### src/sv/rounded_rect_row_span_defines.svh
// Assertion macros used by the rounded rectangle row span module
`ifndef ROUNDED_RECT_ROW_SPAN_DEFINES_SVH
`define ROUNDED_RECT_ROW_SPAN_DEFINES_SVH

// Same-cycle implication, checked on clk, quiet while rst_n is low
`define RRS_ASSERT_IMP(lbl, ante, cons, msg) \
    lbl: assert property (@(posedge clk) disable iff (!rst_n) (ante) |-> (cons)) \
        else $error(msg);

// Next-cycle implication, checked on clk, quiet while rst_n is low
`define RRS_ASSERT_NEXT(lbl, ante, cons, msg) \
    lbl: assert property (@(posedge clk) disable iff (!rst_n) (ante) |=> (cons)) \
        else $error(msg);

`endif

### src/sv/rrs_pkg.sv
// Shared types and constants of the rounded rectangle row span block
package rrs_pkg;

    localparam int PITCH_W     = 15;
    localparam int PIX_PITCH_W = PITCH_W - 2;
    localparam int OFFSET_W    = 26;
    localparam int SPAN_W      = 12;
    localparam int CFG_IDX_W   = 3;

    // Configuration register indexes
    localparam logic [CFG_IDX_W-1:0] CFG_RECT_LEFT   = CFG_IDX_W'(0);
    localparam logic [CFG_IDX_W-1:0] CFG_RECT_TOP    = CFG_IDX_W'(1);
    localparam logic [CFG_IDX_W-1:0] CFG_RECT_WIDTH  = CFG_IDX_W'(2);
    localparam logic [CFG_IDX_W-1:0] CFG_RECT_HEIGHT = CFG_IDX_W'(3);
    localparam logic [CFG_IDX_W-1:0] CFG_RADIUS      = CFG_IDX_W'(4);
    localparam logic [CFG_IDX_W-1:0] CFG_PITCH       = CFG_IDX_W'(5);

    typedef enum logic [2:0] {
        ST_IDLE,
        ST_FACTOR,
        ST_SQUARE,
        ST_ROOT,
        ST_SPAN,
        ST_FINISH
    } rrs_state_t;

    // Status of a serial arithmetic unit
    typedef struct packed {
        logic busy;
        logic done;
    } rrs_unit_status_t;

endpackage

### src/sv/rrs_if.sv
// Row request and span result channel interfaces
interface rrs_row_if #(parameter int COORD_BITS = 12);
    logic                  valid;
    logic                  ready;
    logic [COORD_BITS-1:0] row_index;

    modport source (output valid, output row_index, input ready);
    modport sink (input valid, input row_index, output ready);
endinterface

interface rrs_span_if;
    import rrs_pkg::*;

    logic                valid;
    logic                ready;
    logic [OFFSET_W-1:0] pixel_offset;
    logic [SPAN_W-1:0]   span_start;
    logic [SPAN_W-1:0]   span_end;

    modport source (output valid, output pixel_offset, output span_start,
                    output span_end, input ready);
    modport sink (input valid, input pixel_offset, input span_start,
                  input span_end, output ready);
endinterface

### src/sv/rrs_sqrt.sv
// Digit-serial floor square root, one root bit per cycle
module rrs_sqrt #(
    parameter int ROOT_W = 11
) (
    input  logic                        clk,
    input  logic                        rst_n,
    input  logic                        start,
    input  logic [2*ROOT_W-1:0]         radicand,
    output rrs_pkg::rrs_unit_status_t   status,
    output logic [ROOT_W-1:0]           root
);
    import rrs_pkg::*;

    localparam int RADICAND_W = 2 * ROOT_W;
    localparam int REM_W      = ROOT_W + 1;
    localparam int CNT_W      = $clog2(ROOT_W + 1);

    logic [RADICAND_W-1:0] rad_reg;
    logic [REM_W-1:0]      rem_reg;
    logic [REM_W-1:0]      rem_next;
    logic [ROOT_W-1:0]     root_reg;
    logic [ROOT_W-1:0]     root_next;
    logic [CNT_W-1:0]      cnt_reg;
    logic                  busy_reg;
    logic                  done_reg;
    logic [REM_W+1:0]      rem_shift;
    logic [REM_W+1:0]      trial;
    logic [REM_W+1:0]      diff;
    logic                  fits;

    // Bring down the next radicand digit pair and try the next root bit
    always_comb
    begin
        rem_shift = {rem_reg, rad_reg[RADICAND_W-1 -: 2]};
        trial     = {1'b0, root_reg, 2'b01};
        diff      = rem_shift - trial;
        fits      = (rem_shift >= trial);
        rem_next  = fits ? diff[REM_W-1:0] : rem_shift[REM_W-1:0];
        root_next = {root_reg[ROOT_W-2:0], fits};
    end

    // Count steps and flag completion
    always_ff @(posedge clk or negedge rst_n)
    begin
        if (!rst_n)
        begin
            cnt_reg  <= '0;
            busy_reg <= 1'b0;
            done_reg <= 1'b0;
        end
        else if (start)
        begin
            cnt_reg  <= CNT_W'(ROOT_W);
            busy_reg <= 1'b1;
            done_reg <= 1'b0;
        end
        else if (busy_reg)
        begin
            cnt_reg <= cnt_reg - 1'b1;
            if (cnt_reg == CNT_W'(1))
            begin
                busy_reg <= 1'b0;
                done_reg <= 1'b1;
            end
        end
    end

    // Shift the radicand and advance remainder and root
    always_ff @(posedge clk)
    begin
        if (start)
        begin
            rad_reg  <= radicand;
            rem_reg  <= '0;
            root_reg <= '0;
        end
        else if (busy_reg)
        begin
            rad_reg  <= {rad_reg[RADICAND_W-3:0], 2'b00};
            rem_reg  <= rem_next;
            root_reg <= root_next;
        end
    end

    assign status.busy = busy_reg;
    assign status.done = done_reg;
    assign root        = root_reg;

endmodule

### src/sv/rrs_mac.sv
// Bit-serial multiply-add, one multiplier bit per cycle
module rrs_mac #(
    parameter int MPLIER_W = 13,
    parameter int MCAND_W  = 13,
    parameter int ACC_W    = 26
) (
    input  logic                      clk,
    input  logic                      rst_n,
    input  logic                      start,
    input  logic [MPLIER_W-1:0]       mplier,
    input  logic [MCAND_W-1:0]        mcand,
    input  logic [ACC_W-1:0]          addend,
    output rrs_pkg::rrs_unit_status_t status,
    output logic [ACC_W-1:0]          result
);
    import rrs_pkg::*;

    localparam int CNT_W = $clog2(MPLIER_W + 1);

    logic [MPLIER_W-1:0] mplier_reg;
    logic [ACC_W-1:0]    mcand_reg;
    logic [ACC_W-1:0]    acc_reg;
    logic [ACC_W-1:0]    acc_next;
    logic [CNT_W-1:0]    cnt_reg;
    logic                busy_reg;
    logic                done_reg;

    // Add the shifted multiplicand when the current multiplier bit is set
    assign acc_next = mplier_reg[0] ? (acc_reg + mcand_reg) : acc_reg;

    // Count steps and flag completion
    always_ff @(posedge clk or negedge rst_n)
    begin
        if (!rst_n)
        begin
            cnt_reg  <= '0;
            busy_reg <= 1'b0;
            done_reg <= 1'b0;
        end
        else if (start)
        begin
            cnt_reg  <= CNT_W'(MPLIER_W);
            busy_reg <= 1'b1;
            done_reg <= 1'b0;
        end
        else if (busy_reg)
        begin
            cnt_reg <= cnt_reg - 1'b1;
            if (cnt_reg == CNT_W'(1))
            begin
                busy_reg <= 1'b0;
                done_reg <= 1'b1;
            end
        end
    end

    // Shift operands and accumulate
    always_ff @(posedge clk)
    begin
        if (start)
        begin
            mplier_reg <= mplier;
            mcand_reg  <= ACC_W'(mcand);
            acc_reg    <= addend;
        end
        else if (busy_reg)
        begin
            mplier_reg <= mplier_reg >> 1;
            mcand_reg  <= {mcand_reg[ACC_W-2:0], 1'b0};
            acc_reg    <= acc_next;
        end
    end

    assign status.busy = busy_reg;
    assign status.done = done_reg;
    assign result      = acc_reg;

endmodule

### src/sv/rounded_rect_row_span.sv
// Rounded rectangle row span: framebuffer row offset and fill span per row
//
// Usage: write the six geometry registers through cfg_write/cfg_index/cfg_data
// while the block is idle, then send row requests on the rows channel
// (valid/ready, row_index counted from the rectangle top). Each request gives
// one result on the spans channel: pixel_offset of the row start in the
// framebuffer and the half-open column span [span_start, span_end) relative
// to the rectangle's left edge.
// A new request is taken only once the last result has been loaded into the
// output register. The corner square root, which settles one bit per cycle,
// sets the pace, with the bit-serial row offset multiply running beside it.
// One request is in work at a time.
// Reset clears the geometry registers to zero and empties the output stage.
// If the receiver stalls, the result holds in the output register while the
// next request is taken and worked; that one then waits until the register
// frees up before it is handed over.
`include "rounded_rect_row_span_defines.svh"

module rounded_rect_row_span #(
    parameter int COORD_BITS = 12
) (
    input  logic              clk,
    input  logic              rst_n,
    rrs_row_if.sink           rows,
    rrs_span_if.source        spans,
    input  logic              cfg_write,
    input  logic [rrs_pkg::CFG_IDX_W-1:0] cfg_index,
    input  logic [((COORD_BITS > rrs_pkg::PITCH_W) ? COORD_BITS : rrs_pkg::PITCH_W)-1:0]
                              cfg_data
);
    import rrs_pkg::*;

    localparam int CB     = COORD_BITS;
    localparam int RAD_W  = CB - 1;
    localparam int ROOT_W = RAD_W;
    localparam int SUM_W  = CB + 1;
    localparam int DIFF_W = CB + 2;

    // Geometry registers
    logic [CB-1:0]      left_reg;
    logic [CB-1:0]      top_reg;
    logic [CB-1:0]      width_reg;
    logic [CB-1:0]      height_reg;
    logic [RAD_W-1:0]   radius_reg;
    logic [PITCH_W-1:0] pitch_reg;

    // Control
    rrs_state_t state_reg;
    rrs_state_t state_next;
    logic       accept;
    logic       sq_start;
    logic       out_load;

    // Request datapath
    logic [CB-1:0]       row;
    logic                in_top;
    logic                in_bot;
    logic [SUM_W-1:0]    bot_sum;
    logic [SUM_W-1:0]    off_next;
    logic [SUM_W-1:0]    off_reg;
    logic                band_reg;
    logic                over;
    logic [RAD_W-1:0]    fac_a_next;
    logic [CB-1:0]       fac_b_next;
    logic [RAD_W-1:0]    fac_a_reg;
    logic [CB-1:0]       fac_b_reg;
    logic [2*CB-2:0]     square;
    logic [SUM_W-1:0]    row_abs;

    // Span datapath
    logic [ROOT_W-1:0]   half;
    logic [CB-1:0]       x0_next;
    logic [DIFF_W-1:0]   x1_next;
    logic [CB-1:0]       x0_reg;
    logic [DIFF_W-1:0]   x1_reg;
    logic [CB-1:0]       end_sel;

    // Serial units
    rrs_unit_status_t    sq_status;
    rrs_unit_status_t    mac_status;
    logic [OFFSET_W-1:0] mac_result;

    // Output stage
    logic                out_valid_reg;
    logic [OFFSET_W-1:0] out_offset_reg;
    logic [SPAN_W-1:0]   out_start_reg;
    logic [SPAN_W-1:0]   out_end_reg;

    // Write geometry registers
    always_ff @(posedge clk or negedge rst_n)
    begin
        if (!rst_n)
        begin
            left_reg   <= '0;
            top_reg    <= '0;
            width_reg  <= '0;
            height_reg <= '0;
            radius_reg <= '0;
            pitch_reg  <= '0;
        end
        else if (cfg_write)
        begin
            unique case (cfg_index)
                CFG_RECT_LEFT:   left_reg   <= cfg_data[CB-1:0];
                CFG_RECT_TOP:    top_reg    <= cfg_data[CB-1:0];
                CFG_RECT_WIDTH:  width_reg  <= cfg_data[CB-1:0];
                CFG_RECT_HEIGHT: height_reg <= cfg_data[CB-1:0];
                CFG_RADIUS:      radius_reg <= cfg_data[RAD_W-1:0];
                CFG_PITCH:       pitch_reg  <= cfg_data[PITCH_W-1:0];
                default:         ;
            endcase
        end
    end

    // Sequence one request through factor, square, root, span and finish steps
    always_comb
    begin
        state_next = state_reg;
        accept     = 1'b0;
        sq_start   = 1'b0;
        out_load   = 1'b0;
        unique case (state_reg)
            ST_IDLE:
            begin
                if (rows.valid)
                begin
                    accept     = 1'b1;
                    state_next = ST_FACTOR;
                end
            end
            ST_FACTOR:
            begin
                state_next = ST_SQUARE;
            end
            ST_SQUARE:
            begin
                sq_start   = 1'b1;
                state_next = ST_ROOT;
            end
            ST_ROOT:
            begin
                if (sq_status.done)
                begin
                    state_next = ST_SPAN;
                end
            end
            ST_SPAN:
            begin
                state_next = ST_FINISH;
            end
            ST_FINISH:
            begin
                if (mac_status.done && (!out_valid_reg || spans.ready))
                begin
                    out_load   = 1'b1;
                    state_next = ST_IDLE;
                end
            end
            default:
            begin
                state_next = ST_IDLE;
            end
        endcase
    end

    always_ff @(posedge clk or negedge rst_n)
    begin
        if (!rst_n)
        begin
            state_reg <= ST_IDLE;
        end
        else
        begin
            state_reg <= state_next;
        end
    end

    assign rows.ready = (state_reg == ST_IDLE);

    // Classify the row and take the distance from the corner center
    always_comb
    begin
        row      = rows.row_index;
        in_top   = (row < CB'(radius_reg));
        bot_sum  = SUM_W'(row) + SUM_W'(radius_reg);
        in_bot   = (bot_sum >= SUM_W'(height_reg));
        off_next = in_top ? (SUM_W'(radius_reg) - SUM_W'(row))
                          : (bot_sum - SUM_W'(height_reg));
        row_abs  = SUM_W'(top_reg) + SUM_W'(row);
    end

    // Form radius minus and plus the offset; clamp to zero past the radius
    always_comb
    begin
        over       = (off_reg > SUM_W'(radius_reg));
        fac_a_next = over ? '0 : (radius_reg - off_reg[RAD_W-1:0]);
        fac_b_next = over ? '0 : (CB'(radius_reg) + CB'(off_reg[RAD_W-1:0]));
        square     = fac_a_reg * fac_b_reg;
    end

    always_ff @(posedge clk)
    begin
        if (accept)
        begin
            off_reg  <= off_next;
            band_reg <= in_top | in_bot;
        end
        if (state_reg == ST_FACTOR)
        begin
            fac_a_reg <= fac_a_next;
            fac_b_reg <= fac_b_next;
        end
    end

    // Chord half width: root of radius squared minus offset squared
    rrs_sqrt #(
        .ROOT_W   (ROOT_W)
    ) u_sqrt (
        .clk      (clk),
        .rst_n    (rst_n),
        .start    (sq_start),
        .radicand (square[2*ROOT_W-1:0]),
        .status   (sq_status),
        .root     (half)
    );

    // Row start in pixels: (top + row) * (pitch / 4) + left
    rrs_mac #(
        .MPLIER_W (SUM_W),
        .MCAND_W  (PIX_PITCH_W),
        .ACC_W    (OFFSET_W)
    ) u_mac (
        .clk      (clk),
        .rst_n    (rst_n),
        .start    (accept),
        .mplier   (row_abs),
        .mcand    (pitch_reg[PITCH_W-1:2]),
        .addend   (OFFSET_W'(left_reg)),
        .status   (mac_status),
        .result   (mac_result)
    );

    // Narrow the span in a corner band, else span the full width
    always_comb
    begin
        if (band_reg)
        begin
            x0_next = CB'(radius_reg) - CB'(half);
            x1_next = DIFF_W'(width_reg) + DIFF_W'(half) - DIFF_W'(radius_reg);
        end
        else
        begin
            x0_next = '0;
            x1_next = DIFF_W'(width_reg);
        end
    end

    always_ff @(posedge clk)
    begin
        if (state_reg == ST_SPAN)
        begin
            x0_reg <= x0_next;
            x1_reg <= x1_next;
        end
    end

    // Clamp the end to the start when it falls below it
    always_comb
    begin
        if (x1_reg[DIFF_W-1] || (x1_reg[SUM_W-1:0] < SUM_W'(x0_reg)))
        begin
            end_sel = x0_reg;
        end
        else
        begin
            end_sel = x1_reg[CB-1:0];
        end
    end

    // Hold the result until the receiver takes it
    always_ff @(posedge clk or negedge rst_n)
    begin
        if (!rst_n)
        begin
            out_valid_reg <= 1'b0;
        end
        else if (out_load)
        begin
            out_valid_reg <= 1'b1;
        end
        else if (spans.ready)
        begin
            out_valid_reg <= 1'b0;
        end
    end

    always_ff @(posedge clk)
    begin
        if (out_load)
        begin
            out_offset_reg <= mac_result;
            out_start_reg  <= SPAN_W'(x0_reg);
            out_end_reg    <= SPAN_W'(end_sel);
        end
    end

    assign spans.valid        = out_valid_reg;
    assign spans.pixel_offset = out_offset_reg;
    assign spans.span_start   = out_start_reg;
    assign spans.span_end     = out_end_reg;

    `RRS_ASSERT_NEXT(a_accept_starts_factor, rows.valid && rows.ready,
        state_reg == ST_FACTOR, "accepted request did not move to factor step")
    `RRS_ASSERT_IMP(a_root_busy_in_root, sq_status.busy,
        state_reg == ST_ROOT, "square root unit busy outside root step")
    `RRS_ASSERT_IMP(a_finish_has_root, state_reg == ST_FINISH,
        sq_status.done, "finish step without a settled square root")
    `RRS_ASSERT_IMP(a_load_has_offset, out_load,
        mac_status.done && !mac_status.busy, "result loaded before row offset settled")

endmodule
### src/flat_wrapper.sv
// flat-port wrapper written by rule: the top's interface ports become plain ports
module rounded_rect_row_span_flat import rrs_pkg::*;
#(
    parameter int COORD_BITS = 12
)
  (clk, rst_n, cfg_write, cfg_index, cfg_data, rows_valid, rows_row_index, rows_ready, spans_valid, spans_pixel_offset, spans_span_start, spans_span_end, spans_ready);
  rrs_row_if #(.COORD_BITS(COORD_BITS)) rows_i ();
  rrs_span_if spans_i ();
  input  logic clk;
  input  logic rst_n;
  input  logic cfg_write;
  input  logic [rrs_pkg::CFG_IDX_W-1:0] cfg_index;
  input  logic [((COORD_BITS > rrs_pkg::PITCH_W) ? COORD_BITS : rrs_pkg::PITCH_W)-1:0] cfg_data;
  input wire logic [$bits(rows_i.valid)-1:0] rows_valid;
  input wire logic [$bits(rows_i.row_index)-1:0] rows_row_index;
  output wire logic [$bits(rows_i.ready)-1:0] rows_ready;
  output wire logic [$bits(spans_i.valid)-1:0] spans_valid;
  output wire logic [$bits(spans_i.pixel_offset)-1:0] spans_pixel_offset;
  output wire logic [$bits(spans_i.span_start)-1:0] spans_span_start;
  output wire logic [$bits(spans_i.span_end)-1:0] spans_span_end;
  input wire logic [$bits(spans_i.ready)-1:0] spans_ready;
  assign rows_i.valid = rows_valid;
  assign rows_i.row_index = rows_row_index;
  assign rows_ready = rows_i.ready;
  assign spans_valid = spans_i.valid;
  assign spans_pixel_offset = spans_i.pixel_offset;
  assign spans_span_start = spans_i.span_start;
  assign spans_span_end = spans_i.span_end;
  assign spans_i.ready = spans_ready;
  rounded_rect_row_span #(.COORD_BITS(COORD_BITS)) u_core (.clk(clk), .rst_n(rst_n), .rows(rows_i), .spans(spans_i), .cfg_write(cfg_write), .cfg_index(cfg_index), .cfg_data(cfg_data));
endmodule
### config.mk
export PLATFORM = sky130hd
export DESIGN_NAME = rounded_rect_row_span_flat
export DESIGN_NICKNAME = d
export VERILOG_FILES = /design/src/sv/rrs_pkg.sv /design/src/sv/rrs_if.sv /design/src/sv/rrs_sqrt.sv /design/src/sv/rrs_mac.sv /design/src/sv/rounded_rect_row_span.sv /design/src/flat_wrapper.sv
export VERILOG_INCLUDE_DIRS = /design/src /design/src/sv
export SDC_FILE = /design/constraint.sdc
export NUM_CORES = 1
export LEC_CHECK = 0
export ABC_AREA = 1
export BUFFER_PORTS_ARGS = -buffer_cell sky130_fd_sc_hd__buf_2
export CORE_MARGIN = 2
export CORE_UTILIZATION = 60
export CTS_BUF_LIST = sky130_fd_sc_hd__clkbuf_8
export CTS_CLUSTER_DIAMETER = 200
export CTS_CLUSTER_SIZE = 40
export DETAILED_ROUTE_END_ITERATION = 16
export GPL_TIMING_DRIVEN = 1
export PLACE_DENSITY = 0.82
export SLEW_MARGIN = 15
export SYNTH_ARGS = -nofsm -noshare
export SYNTH_HDL_FRONTEND = slang
export SYNTH_SLANG_ARGS = --single-unit
### constraint.sdc
create_clock -name clk -period 6.71 [get_ports clk]
set_input_delay 0.3355 -clock clk [delete_from_list [all_inputs] [get_ports clk]]
set_output_delay 0.3355 -clock clk [all_outputs]
set_load 0.005 [all_outputs]
* After elaboration in Yosys (flattened, before gate mapping) *
Cells that the tools add are included.

storage, ports and cells
  register bits after elaboration = 313
  output and inout port bits = 52
  logic and storage cells = 130

cells by class
  $add $sub $neg = 13
  multipliers = 1
  magnitude comparators = 5
  equality and inequality tests = 15
  mux-type cells = 40
  bitwise logic cells = 1
  reduce and logical (&&, ||, !) cells = 23

operators with widths
  kind                number
  $mux 12             6
  $mux 13             5
  $mux 22             2
  $add 12x11->13      2
  $add 26x26->26      1
  $mul 11x12->22      1
  $reduce_and 2->1    10
  $mux 1              19
  $pmux 3 s6          1
  $mux 4              4
  $ge 14x13->1        1
  $sub 13x11->14      1
  $add 12x12->13      1
  $ge 13x12->1        1
  $gt 13x11->1        1
  $lt 13x12->1        1
  $sub 11x12->13      1
  $sub 13x12->13      1
  $add 11x11->12      1
  $eq 3x2->1 const B  4
  $eq 3x3->1 const B  4
  $lt 12x11->1        1
  $reduce_bool 2->1   6
  $sub 11x11->12      1
  other kinds (14)    22

* Depth between registers and ports, before layout *
  word-level depth = 6
  mapped depth = 24

* Cells and area by module *
A second synthesis with hierarchy kept.

unflattened totals
  cell total of the unflattened synthesis = 3293
  area, all modules = 24912.6 µm²

modules (own cells, without submodules)
  module                 times used  cells an instance  area each (µm²)  sequential area each (µm²)
  rounded_rect_row_span  1           2238               17270.3          5265.0
  rrs_mac                1           666                4777.1           1971.9
  rrs_sqrt               1           389                2865.2           1271.2

* Least setup slack after synthesis *
Ideal clock, no wire load.

  kind = reg2reg
  start point = register u_core.fac_b_reg[0]
  end point = register u_core.u_sqrt.rad_reg[13], data pin
  data arrival time = 4595 ps
  data required time = 6457 ps
  slack = 1862 ps
  stages on the path, launching flop included = 18
  path buffers = 1
  clock period less this slack = 4848 ps
  path through = edfxtp_1 clkbuf_1 nand2_1 fa_1 fa_1 inv_1 fa_1 fa_1 inv_1 fa_1 inv_1 ha_1 a21oi_1 o21ai_0 nand3b_1 or2_2 nand3_1 nand2_1

on the way
  longest elaborated chain between the ends = 2

RTL lines
  what                    line                          RTL
  from (decl)             rounded_rect_row_span.sv:66   logic [CB-1:0] fac_b_reg;
  from (signal assigned)  rounded_rect_row_span.sv:211  fac_b_reg <= fac_b_next;
  $mul 11x12->22          rounded_rect_row_span.sv:198  square = fac_a_reg * fac_b_reg;
  $mux 22                 rrs_sqrt.sv:71                if (start)
  to (signal assigned)    rrs_sqrt.sv:73                rad_reg <= radicand;
  to (signal assigned)    rrs_sqrt.sv:79                rad_reg <= {rad_reg[RADICAND_W-3:0], 2'b00};
  to (decl)               rrs_sqrt.sv:18                logic [RADICAND_W-1:0] rad_reg;

Every way passes these cells.
A chain may end at the register's enable or synchronous reset.

* Final worst setup path *
Ends and elaborated chain as after synthesis.

==> summary.md <==
| Metric | Value |
|---|---|
| Mapped Cells | `3111` |
| Outcome | `finished clean` |
| Via count | `roughly 20k` |
| Site row count | `73` |
| GR Util met2 | `approximately half` |
| Drt wl/cell | `between 15 and 20 um` |
| Fmax | `around 190 MHz` |
| RSZ-0062 raised after global routing | `false` |
| Clock Sinks | `between 300 and 400` |
| Critical path class | `reg -> reg` |
| XOR/XNOR share of the synthesized area | `2.35%` |
| Reg clk slew, reported paths | `between 200 and 300 ps` |
| First-pass iteration count of the detailed router | `6` |
| Seq cells post-synth | `310` |
| Largest net degree at the start of global routing | `70` |
| Tmin final | `about 5400 ps` |
| Synth top area share | `between 20% and 30%` |
| Commonest non-fill, non-tap cell in the layout | `nand2_1` |
| Proportion of synthesized area in mux cells | `0.140%` |
| Slew @ Worst Pin | `roughly 1000 ps` |
| Top Ports | `87` |
| Port Buf Inserts | `86` |
| Root buffer cell | `clkbuf_8` |
| Final worst-path cycle share | `between 80% and 90%` |
| Synthesized cell area | `24200 um^2` |
| Multi-input gate area | `approximately 13000 um^2` |
| Slowest cell delay on critical path | `840 ps` |
| CTS tree | `done` |
| Ratio of cells with drive above 1 in the final layout | `approximately 5.5%` |
| Leading post-synthesis cells by cell area | `edfxtp_1 21%, nand2_1 14%, ha_1 11%` |
| Compound-gate portion of the synthesized area | `~9.7%` |
| Setup Skew | `just over 30 ps` |
| Synth Area per Inst | `around 7.8 um^2` |
| MaxCap Viol Count | `0` |
| Initial core utilization | `approximately three fifths` |
| Adder-cell share of the synthesized area | `about a fifth` |
| ANT cells | `0` |
| Setup tns final | `0 ps` |
| # nets final | `~3.5k` |
| H-tree Lvls | `1` |
| Simple-gate portion of the synthesized area | `approximately 22%` |
| Slowest cell on the critical path | `edfxtp_1` |
| Cts bufs inserted | `11` |
| Post-synth EDFFs | `172` |
| Latest clock arrival within the worst-skew pair | `590 ps` |
| Synth-to-Final Area Change | `3.86%` |
| Routing usage on met3 | `1.94%` |
| Worst R2R Path Depth | `16` |
| Count of different cell masters after synthesis | `between 50 and 60` |
| Setup violations, final | `0` |
| Number of fillers in the final layout | `approximately 3.6k` |
| Global route hottest layer | `met2` |
| DR vias/cell | `~5.5` |
| Crit path cell chain | `nand2_1 > fa_1 > fa_1 > inv_1 > fa_1 > fa_1 > inv_1 > fa_1 > inv_1 > ha_1 > a21oi_1 > o21ai_0 > nand3b_1 > or2_2 > nand3_1 > nand2_1` |
| Setup slack at placement | `~1400 ps` |
| CTS Buffer Depth | `3` |
| DRC | `0` |
| Setup ws final | `between 1000 and 1500 ps` |
| Largest family of logic cells by synthesized area | `simple AND/OR/NAND/NOR gates` |
| Async SR Flop Fraction | `approximately 28%` |
| Yosys Warn Count | `0` |
| Syn nets | `3467` |
| Vias in the first global route | `slightly below 20k` |
| Initial drt markers | `1479` |
| Worst hold stages | `3` |
| Post-synthesis sequential area ratio | `between 30% and 40%` |
| Max-slew violations | `0` |
| Initial antenna violation count | `0` |
| WL final | `60.4 mm` |
| Worst slew margin | `around 33%` |
| Core Area | `39800 um^2` |
| CP startpoint kind | `register` |
| Gr ovfl total | `0` |
| CP Max Fanout | `22` |
| Most common cell type on the critical path | `fa_1` |
| Worst Path Arrival | `5770 ps` |
| Placer Congestion | `0.963` |
| FF+latch area | `~8400 um^2` |
| Critical Path End Type | `register` |
| CP required | `about 7000 ps` |
| Die Wd | `205 um` |
| HPWL Detailed | `47.2 mm` |
| Routing usage on met1 | `between 30% and 40%` |
| Number of hold violations in the final report | `0` |
| Die footprint | `42000 um^2` |
| Total GRT Usage | `29.2%` |
| First-pass GRT wire length | `approximately 98 mm` |
| Worst Hold Class | `in -> reg` |
| Routed Antenna Nets | `0` |
| Most frequent cells in the layout | `883 x nand2_1, 606 x inv_1, 214 x ha_1` |
| Primary FF master, synth | `edfxtp_1` |
| Area leader, netlist | `edfxtp_1` |
| Die Ht | `~200 um` |
==> synth_stat cells, types with 8 or more instances <==
library cell	instances
a21o_1	8
a21oi_1	128
a22oi_1	12
a31oi_1	10
buf_2	23
buf_6	8
clkbuf_1	45
dfrtp_1	88
dfxtp_1	50
edfxtp_1	172
fa_1	107
ha_1	214
inv_1	601
nand2_1	883
nand2_2	13
nand3_1	173
nand4_1	25
nor2_1	155
nor3_1	17
o21ai_0	187
o21ai_1	14
o21ai_2	9
o21bai_1	15
or2_2	16
xnor2_1	23
xor2_1	42
==> critical path, delay by kind of cell (launching register included) <==
kind | cells | cell delay (ps)
adders and majority gates | 6 | 3020
DFF | 1 | 840
and+or+nand+nor | 5 | 830
AOI/OAI and AO/OA | 2 | 320
buffers and inverters | 3 | 170
==> cell type report <==
type	instances	area share, %
Clock inverter	6	0.119
Inverter	606	9.06
Clock buffer	11	0.602
Timing Repair Buffer	97	2.10
Tap cell	525	2.61
Sequential cell	310	33.3
Multi-Input combinational cell	2111	52.2
==> layer usage <==
layer / part of all wire [%] / up-vias
met5: 0 / -
met4: 3.5 / 0
met3: 5.1 / 111
met2: 48 / 622
met1: 44 / 9502
li1: - / 9839
==> cell families after synthesis <==
| family | count (synthesis) |
|---|---|
| xor+xnor | 65 |
| buf+inv | 690 |
| mux | 3 |
| simple gates | 1303 |
| flops | 310 |
| fa+ha+maj | 321 |
| compound gates | 419 |
==> timing repair <==
item	in CTS	in global routing
hold buffers	5	0
setup buffers	0	0
gates resized for setup	0	0
endpoints found under the hold margin	23	0
==> metrics by stage <==
stage / area, um^2 / cells / hold slack (ps) / util [%]
floorplan: 24200 / 3111 / 39.9 / -
global placement: 24900 / 3644 / 238 / 62.6
detailed placement: 24900 / 3644 / 243 / 62.6
CTS: 25100 / 3666 / 47.1 / 63.1
finish: 25100 / 3666 / 79.8 / 63.1
global route: 25100 / 3666 / 69.9 / 63.1
==> path summary, 6_finish.rpt <==
path                                           from                        end  slack (ps)
min                                      rows_valid        u_core.state_reg[0]          80
min in group asynchronous                     rst_n          u_core.top_reg[8]         140
max reg2reg                     u_core.fac_b_reg[0]  u_core.u_sqrt.rad_reg[13]        1330
min reg2reg                u_core.u_sqrt.rem_reg[5]   u_core.u_sqrt.rem_reg[5]         490
max                             u_core.fac_b_reg[0]  u_core.u_sqrt.rad_reg[13]        1330
max in group asynchronous                     rst_n       u_core.radius_reg[2]        5340
Power is left out: the tool's default activity adds up to more than one toggle a clock period on the data nets, which glitch-free logic cannot reach.
